### src/rtl/core/unesc_pkg.sv
// ----------------------------------------------------------------------------
// unesc_pkg
// Shared types and character constants for the escape sequence unescaper.
// ----------------------------------------------------------------------------
package unesc_pkg;

  // Input transfer: one raw character with its end-of-text flag
  typedef struct packed {
    logic [7:0] in_char;
    logic       in_end;
  } in_t;

  // Output transfer: one decoded result
  typedef struct packed {
    logic [7:0] out_byte;
    logic       byte_present;
    logic       out_end;
  } out_t;

  // Results produced by one consumed character, handed to the output queue
  typedef struct packed {
    logic [1:0] cnt;
    out_t       first;
    out_t       second;
  } push_t;

  // Output queue geometry
  localparam int QDEPTH = 4;
  localparam int QAW    = $clog2(QDEPTH);
  localparam int QCW    = $clog2(QDEPTH + 1);

  // Characters of interest
  localparam logic [7:0] CH_BSLASH = 8'h5C;
  localparam logic [7:0] CH_N      = 8'h6E;
  localparam logic [7:0] CH_T      = 8'h74;
  localparam logic [7:0] CH_R      = 8'h72;
  localparam logic [7:0] CH_X      = 8'h78;
  localparam logic [7:0] CH_ZERO   = 8'h30;
  localparam logic [7:0] CH_NINE   = 8'h39;
  localparam logic [7:0] CH_UA     = 8'h41;
  localparam logic [7:0] CH_UF     = 8'h46;
  localparam logic [7:0] CH_LA     = 8'h61;
  localparam logic [7:0] CH_LF     = 8'h66;

  // Decoded control bytes
  localparam logic [7:0] BYTE_NL   = 8'h0A;
  localparam logic [7:0] BYTE_TAB  = 8'h09;
  localparam logic [7:0] BYTE_CR   = 8'h0D;

  // Low nibble of a hex letter plus this gives its value (A/a -> 10)
  localparam logic [3:0] HEX_LETTER_ADJ = 4'd9;

endpackage

### src/rtl/core/unesc_step.sv
// ----------------------------------------------------------------------------
// unesc_step
// Input register, parser state and the per-character decode. A held
// character is consumed once the output queue has room for all its results.
// ----------------------------------------------------------------------------
module unesc_step (
  input  logic                  clk,
  input  logic                  rst,
  input  logic                  in_valid,
  output logic                  in_stall,
  input  unesc_pkg::in_t        in_data,
  input  logic [unesc_pkg::QCW-1:0] room,
  output unesc_pkg::push_t      push,
  output logic                  busy
);

  typedef enum logic [1:0] {
    MODE_PLAIN = 2'd0,
    MODE_ESC   = 2'd1,
    MODE_HEX   = 2'd2
  } mode_t;

  // Registers
  logic                vld;
  unesc_pkg::in_t      data;
  mode_t               mode;
  logic                nibble_waiting;
  logic [3:0]          held_nibble;

  // Next state and decode results
  mode_t               mode_next;
  logic                nibble_waiting_next;
  logic [3:0]          held_nibble_next;
  logic                is_hex;
  logic [3:0]          hex_val;
  logic                plain;
  logic                a_v, p_v, z_v;
  logic [7:0]          a_b, z_b;
  logic [1:0]          cnt;
  unesc_pkg::out_t     first, second;
  logic                consume;
  logic                accept;

  // Hex digit classification
  always_comb begin
    is_hex  = 1'b0;
    hex_val = data.in_char[3:0];
    if (data.in_char >= unesc_pkg::CH_ZERO && data.in_char <= unesc_pkg::CH_NINE) begin
      is_hex = 1'b1;
    end else if ((data.in_char >= unesc_pkg::CH_UA && data.in_char <= unesc_pkg::CH_UF) ||
                 (data.in_char >= unesc_pkg::CH_LA && data.in_char <= unesc_pkg::CH_LF)) begin
      is_hex  = 1'b1;
      hex_val = data.in_char[3:0] + unesc_pkg::HEX_LETTER_ADJ;
    end
  end

  // Character decode: mode part (a), plain part (p), end flush (z)
  always_comb begin
    a_v                 = 1'b0;
    a_b                 = 8'd0;
    p_v                 = 1'b0;
    z_v                 = 1'b0;
    z_b                 = 8'd0;
    plain               = 1'b0;
    mode_next           = mode;
    nibble_waiting_next = nibble_waiting;
    held_nibble_next    = held_nibble;

    case (mode)
      MODE_HEX: begin
        if (is_hex) begin
          if (nibble_waiting) begin
            a_v                 = 1'b1;
            a_b                 = {held_nibble, hex_val};
            nibble_waiting_next = 1'b0;
            held_nibble_next    = 4'd0;
          end else begin
            held_nibble_next    = hex_val;
            nibble_waiting_next = 1'b1;
          end
        end else begin
          // run ends: flush an odd digit, then treat the char as plain text
          if (nibble_waiting) begin
            a_v = 1'b1;
            a_b = {4'd0, held_nibble};
          end
          nibble_waiting_next = 1'b0;
          held_nibble_next    = 4'd0;
          mode_next           = MODE_PLAIN;
          plain               = 1'b1;
        end
      end
      MODE_ESC: begin
        mode_next = MODE_PLAIN;
        if (data.in_char == unesc_pkg::CH_N) begin
          a_v = 1'b1;
          a_b = unesc_pkg::BYTE_NL;
        end else if (data.in_char == unesc_pkg::CH_T) begin
          a_v = 1'b1;
          a_b = unesc_pkg::BYTE_TAB;
        end else if (data.in_char == unesc_pkg::CH_R) begin
          a_v = 1'b1;
          a_b = unesc_pkg::BYTE_CR;
        end else if (data.in_char == unesc_pkg::CH_X) begin
          mode_next           = MODE_HEX;
          nibble_waiting_next = 1'b0;
          held_nibble_next    = 4'd0;
        end else begin
          a_v = 1'b1;
          a_b = data.in_char;
        end
      end
      default: begin
        plain = 1'b1;
      end
    endcase

    // Plain text; a final backslash goes out literally
    if (plain) begin
      if (data.in_char == unesc_pkg::CH_BSLASH && !data.in_end) begin
        mode_next = MODE_ESC;
      end else begin
        p_v = 1'b1;
      end
    end

    // End of text flushes an odd digit and returns to reset state
    if (data.in_end) begin
      z_v                 = (mode_next == MODE_HEX) && nibble_waiting_next;
      z_b                 = {4'd0, held_nibble_next};
      mode_next           = MODE_PLAIN;
      nibble_waiting_next = 1'b0;
      held_nibble_next    = 4'd0;
    end
  end

  // Pack up to two results in order; on end of text tag the last one, or give one empty result
  always_comb begin
    first  = '0;
    second = '0;
    cnt    = {1'b0, a_v} + {1'b0, p_v} + {1'b0, z_v};

    if (a_v) begin
      first = '{out_byte: a_b, byte_present: 1'b1, out_end: 1'b0};
    end else if (p_v) begin
      first = '{out_byte: data.in_char, byte_present: 1'b1, out_end: 1'b0};
    end else if (z_v) begin
      first = '{out_byte: z_b, byte_present: 1'b1, out_end: 1'b0};
    end

    if (a_v && p_v) begin
      second = '{out_byte: data.in_char, byte_present: 1'b1, out_end: 1'b0};
    end else if ((a_v || p_v) && z_v) begin
      second = '{out_byte: z_b, byte_present: 1'b1, out_end: 1'b0};
    end

    if (data.in_end) begin
      if (cnt == 2'd0) begin
        cnt = 2'd1;
      end
      if (cnt == 2'd2) begin
        second.out_end = 1'b1;
      end else begin
        first.out_end = 1'b1;
      end
    end
  end

  // Handshake
  assign consume     = vld && ({1'b0, cnt} <= room);
  assign in_stall    = vld && !consume;
  assign accept      = in_valid && !in_stall;
  assign busy        = vld;
  assign push.cnt    = consume ? cnt : 2'd0;
  assign push.first  = first;
  assign push.second = second;

  // Control and parser state
  always_ff @(posedge clk) begin
    if (rst) begin
      vld            <= 1'b0;
      mode           <= MODE_PLAIN;
      nibble_waiting <= 1'b0;
      held_nibble    <= 4'd0;
    end else begin
      if (accept) begin
        vld <= 1'b1;
      end else if (consume) begin
        vld <= 1'b0;
      end
      if (consume) begin
        mode           <= mode_next;
        nibble_waiting <= nibble_waiting_next;
        held_nibble    <= held_nibble_next;
      end
    end
  end

  // Input payload register
  always_ff @(posedge clk) begin
    if (accept) begin
      data <= in_data;
    end
  end

endmodule

### src/rtl/core/unesc_outq.sv
// ----------------------------------------------------------------------------
// unesc_outq
// Small result queue; takes up to two results a cycle, gives one a cycle unless the output stalls.
// ----------------------------------------------------------------------------
module unesc_outq (
  input  logic                      clk,
  input  logic                      rst,
  input  unesc_pkg::push_t          push,
  output logic [unesc_pkg::QCW-1:0] room,
  output logic                      out_valid,
  input  logic                      out_stall,
  output unesc_pkg::out_t           out_data
);

  unesc_pkg::out_t          q [unesc_pkg::QDEPTH];
  logic [unesc_pkg::QAW-1:0] wr_ptr;
  logic [unesc_pkg::QAW-1:0] rd_ptr;
  logic [unesc_pkg::QCW-1:0] count;
  logic [unesc_pkg::QCW-1:0] count_next;
  logic                      pop;

  assign pop       = out_valid && !out_stall;
  assign out_valid = (count != '0);
  assign out_data  = q[rd_ptr];
  assign room      = unesc_pkg::QCW'(unesc_pkg::QDEPTH) - count;

  always_comb begin
    count_next = count + unesc_pkg::QCW'(push.cnt) - unesc_pkg::QCW'(pop);
  end

  // Pointers and fill level
  always_ff @(posedge clk) begin
    if (rst) begin
      wr_ptr <= '0;
      rd_ptr <= '0;
      count  <= '0;
    end else begin
      wr_ptr <= wr_ptr + unesc_pkg::QAW'(push.cnt);
      if (pop) begin
        rd_ptr <= rd_ptr + 1'b1;
      end
      count <= count_next;
    end
  end

  // Entry storage
  always_ff @(posedge clk) begin
    if (push.cnt != 2'd0) begin
      q[wr_ptr] <= push.first;
    end
    if (push.cnt == 2'd2) begin
      q[wr_ptr + 1'b1] <= push.second;
    end
  end

endmodule

### src/rtl/core/escape_sequence_unescaper.sv
// ----------------------------------------------------------------------------
// escape_sequence_unescaper
// A character passes through the input register, then the output queue, before
// its first result reaches the output. Throughput: one character per cycle;
// a second result from one character is absorbed by the queue, so the input
// stalls only once the queue lacks room for all results of the held character.
// Reset (rst, synchronous): empties the queue and the input register and
// returns the parser to plain text mode.
// ----------------------------------------------------------------------------
module escape_sequence_unescaper (
  input  logic            clk,
  input  logic            rst,
  input  logic            in_valid,
  output logic            in_stall,
  input  unesc_pkg::in_t  in_data,
  output logic            out_valid,
  input  logic            out_stall,
  output unesc_pkg::out_t out_data
);

  unesc_pkg::push_t          push;
  logic [unesc_pkg::QCW-1:0] room;
  logic                      busy;

  unesc_step u_step (
    .clk      (clk),
    .rst      (rst),
    .in_valid (in_valid),
    .in_stall (in_stall),
    .in_data  (in_data),
    .room     (room),
    .push     (push),
    .busy     (busy)
  );

  unesc_outq u_outq (
    .clk       (clk),
    .rst       (rst),
    .push      (push),
    .room      (room),
    .out_valid (out_valid),
    .out_stall (out_stall),
    .out_data  (out_data)
  );

  // An empty result only ever closes the text
  a_empty_is_end: assert property (@(posedge clk) disable iff (rst)
    out_valid && !out_data.byte_present |-> out_data.out_end)
    else $error("empty result without end flag");

  // An empty result carries a zero byte
  a_empty_zero: assert property (@(posedge clk) disable iff (rst)
    out_valid && !out_data.byte_present |-> out_data.out_byte == 8'd0)
    else $error("empty result with non-zero byte");

  // Input is only held back while a character is pending
  a_stall_busy: assert property (@(posedge clk) disable iff (rst)
    in_stall |-> busy)
    else $error("input stalled with no pending character");

  // A transfer lands in the input register
  a_accept_busy: assert property (@(posedge clk) disable iff (rst)
    in_valid && !in_stall |=> busy)
    else $error("accepted character lost");

endmodule

### config.mk
export PLATFORM = sky130hd
export DESIGN_NAME = escape_sequence_unescaper
export DESIGN_NICKNAME = d
export VERILOG_FILES = /design/src/rtl/core/unesc_pkg.sv /design/src/rtl/core/unesc_step.sv /design/src/rtl/core/unesc_outq.sv /design/src/rtl/core/escape_sequence_unescaper.sv
export SDC_FILE = /design/constraint.sdc
export NUM_CORES = 1
export LEC_CHECK = 0
export BUFFER_PORTS_ARGS = -buffer_cell sky130_fd_sc_hd__buf_4
export CAP_MARGIN = 5
export CORE_AREA = 2 2 86 88
export CTS_CLUSTER_SIZE = 28
export DETAILED_ROUTE_END_ITERATION = 12
export DIE_AREA = 0 0 88 90
export HOLD_SLACK_MARGIN = 0.02
export PLACE_DENSITY_LB_ADDON = 0.2
export SYNTH_ARGS = -nofsm -noshare
export SYNTH_HDL_FRONTEND = slang
export SYNTH_HIERARCHICAL = 1
export SYNTH_SLANG_ARGS = --single-unit
export TNS_END_PERCENT = 100
### constraint.sdc
create_clock -name clk -period 8.19 [get_ports clk]
set_clock_uncertainty 0.05 [all_clocks]
set_input_delay 0.819 -clock clk [delete_from_list [all_inputs] [get_ports clk]]
set_output_delay 0.819 -clock clk [all_outputs]
set_load 0.02 [all_outputs]
==> summary.txt <==
global-route wire length before repair = 14.2 mm
Clock Sinks = 66
grt ovf = 0
post-synthesis sequential element count = 66
Post-Syn Area = 0.00427 mm²
post_cts resized = 0
CTS buffer count = 9
most frequent cells in the layout = edfxtp_1, buf_4, nor2_1
combinational power share = 29.4%
# rows = 31
leakage power = 1.71 nW
vias per cell = 6.11
Synth top area share = 34.5%
sequential power share = 43.4%
core area = 0.00702 mm²
dpl ws = 1.70 ns
wirelength, routed = 8.60 mm
Detail Placement HPWL = 6.31 mm
synth unique cells = 71
Placed Instances = 460
sequential area share after synthesis = 42.5%
CTS tree = yes
final hold vios = 0
maxcap violations = 0
critical path arrival = 6.47 ns
Initial Util = 60.8%
# IOs = 25
Synth-to-Final Area Change = 9.15%
largest net degree at the start of global routing = 20
net switching power = 0.000319 W
clk slew on worst S/H paths = 0.08 ns
WL/cell = 18.1 µm
crit path cell chain = inv_1 > ha_1 > nand2_1 > o31ai_1 > a21oi_1 > inv_1 > fa_1 > a21boi_0 > ha_1 > nor2b_1 > o21ai_0 > nand2_1 > nor2_1 > nor4bb_4 > a21o_1
layout cell share with drive strength beyond 1 = 25.2%
Slew HR = 23.9%
Final nets = 402
number of DRC markers in iteration 0 = 147
outcome = completed
H-tree Lvls = 3
Port Buffer Count = 24
Finished Layout Cells = 476
maximum buffer depth of the clock tree = 2
cts hold-fix bufs = 0
insertion delay to the later sink of the worst-skew pair = 0.35 ns
CP Data Required Time = 8.14 ns
most common cell after layout, fill and taps aside = edfxtp_1
die area = 0.00792 mm²
Antenna Violating Nets Remaining = 0
Post-synth top flop = edfxtp_1
Internal = 0.000704 W
first-pass iteration count of the detailed router = 5
final worst setup slack = 1.67 ns
Hold Crit Class = flip-flop to flip-flop
clock network fraction of design power = 27.2%
setup TNS = 0 ns
fin crit period = 6.52 ns
DRC viols = 0
Post-synth EDFFs = 49
Syn Inst Count = 354
syn avg cell area = 12.0 µm²
post-route clock period utilization = 79.6%
slowest CP cell = nor4bb_4
Die W = 88 µm
RSZ-0062 raised after global routing = no
Synth area leader = edfxtp_1
CP endpoint kind = flip-flop
Total Routing Usage GR = 23.3%
Max FO, Critical Path = 18
Worst IR Drop VDD = 0.123 mV
RD Place Congestion = 0.925
critical path class = flip-flop to flip-flop
Post-Syn Nets = 384
Final setup viols = 0
initial antenna violation count = 0
Worst-Margin Slew = 1.13 ns
Crit path largest cell delay = 0.98 ns
via count = 2,907
pwr dens = 220 mW/mm²
postcts setup bufs = 0
root buf cell = clkbuf_8
Setup crit start kind = flip-flop
Syn. warnings = 6
main area contributors after synthesis = edfxtp_1, dfxtp_1, mux2_4
die height = 90 µm
ys async rst share = 0%
via count of the first global-routing pass = 2,788
FILL cells = 543
highest clock rate = 153 MHz
sw frac = 31.2%
Max Slew Vio Count = 0
Antenna Cells = 0
-- layout make-up --
class | count | area [µm²] | share of cell area (%)
flip-flops and latches | 66 | 1810 | 38.9
multi-input cells | 245 | 2230 | 47.8
clock buffers | 10 | 138 | 2.96
clock inverters | 6 | 66.3 | 1.42
inverters | 24 | 95.1 | 2.04
repair buffers | 26 | 195 | 4.19
well taps | 99 | 124 | 2.66
-- Yosys cell counts, types with 4 or more instances --
| cell | n |
|---|---|
| a21oi_1 | 15 |
| nand2b_1 | 5 |
| o21ai_0 | 13 |
| and3_1 | 6 |
| mux2_2 | 8 |
| mux2_1 | 15 |
| clkbuf_1 | 4 |
| nor3_1 | 6 |
| nor2b_1 | 7 |
| nand3_1 | 5 |
| dfxtp_1 | 17 |
| o31ai_1 | 4 |
| buf_6 | 6 |
| mux4_2 | 10 |
| mux2_4 | 18 |
| nand2_1 | 18 |
| mux2i_1 | 4 |
| a22o_1 | 4 |
| edfxtp_1 | 49 |
| buf_2 | 4 |
| nor2_1 | 24 |
| inv_1 | 23 |
| ha_1 | 15 |
-- per-layer routing --
metal	part of all wire [%]	GRT usage, %	routed length, µm	up-vias
met5	0	0	0	-
met4	3.2	12.3	279	0
met3	5.9	4.13	511	27
met2	46	33.6	3960	124
met1	45	33.2	3850	1367
li1	-	-	-	1389
-- cells by family (layout without fill, tap and decap cells) --
group / count (synthesis) / in the layout / share of synthesized area [%]
AND/OR/NAND/NOR: 93 / 93 / 12.7
XOR/XNOR: 2 / 2 / 1.06
adder cells (fa/ha/maj): 17 / 17 / 5.34
flip-flops: 66 / 66 / 42.5
buffers and inverters: 43 / 66 / 5.34
multiplexers: 55 / 55 / 18.6
AO/OA/AOI/OAI: 78 / 78 / 14.5
-- metrics by stage --
step / hold WS, ns / util [%] / power [W] / cell area, µm²
6_report: 0.457 / 66.3 / 0.00102 / 4660
3_3_place_gp: 0.440 / 63.4 / 0.000738 / 4450
4_1_cts: 0.453 / 66.3 / 0.00103 / 4660
3_5_place_dp: 0.437 / 63.4 / 0.000749 / 4450
5_1_grt: 0.469 / 66.3 / 0.00108 / 4660
2_1_floorplan: 0.408 / - / 0.000664 / 4270
-- flip-flops by register name (all words and copies together), names as in the netlist, named ones only --
name,count
u_step/nibble_waiting,1
u_step/busy,1
u_step/mode,2
u_outq/wr_ptr,2
u_outq/rd_ptr,2
u_outq/q,40
u_outq/count,3
u_step/data,9
u_step/held_nibble,4
-- path summary, 6_finish.rpt --
| check | from | end | slack (ns) | cells past startpoint |
|---|---|---|---|---|
| worst max-delay path | u_step/data[1] | u_outq/q[2][6] | 1.67 | 15 |
| worst min register to register | u_step/busy | u_step/busy | 0.46 | 2 |
| worst max register to register | u_step/data[1] | u_outq/q[2][6] | 1.67 | 15 |
| worst min-delay path | u_step/busy | u_step/busy | 0.46 | 2 |
-- critical path, delay by kind of cell (launching register included) --
| family | cells | cell delay, ns |
|---|---|---|
| compound gates | 5 | 1.84 |
| flops | 1 | 0.49 |
| simple gates | 5 | 1.90 |
| fa+ha+maj | 3 | 1.23 |
| buf+inv | 2 | 0.63 |
-- power groups by stage --
| stage | combinational [W] | clock, W | sequential, W |
|---|---|---|---|
| finish | 0.000301 | 0.000279 | 0.000444 |
| global route | 0.000334 | 0.000298 | 0.000449 |
| CTS | 0.000302 | 0.000286 | 0.000444 |
| detailed placement | 0.000298 | 0 | 0.000451 |
| global placement | 0.000289 | 0 | 0.000449 |
| floorplan | 0.000238 | 0 | 0.000426 |
Note: power is estimated with default switching activity, not from simulation.
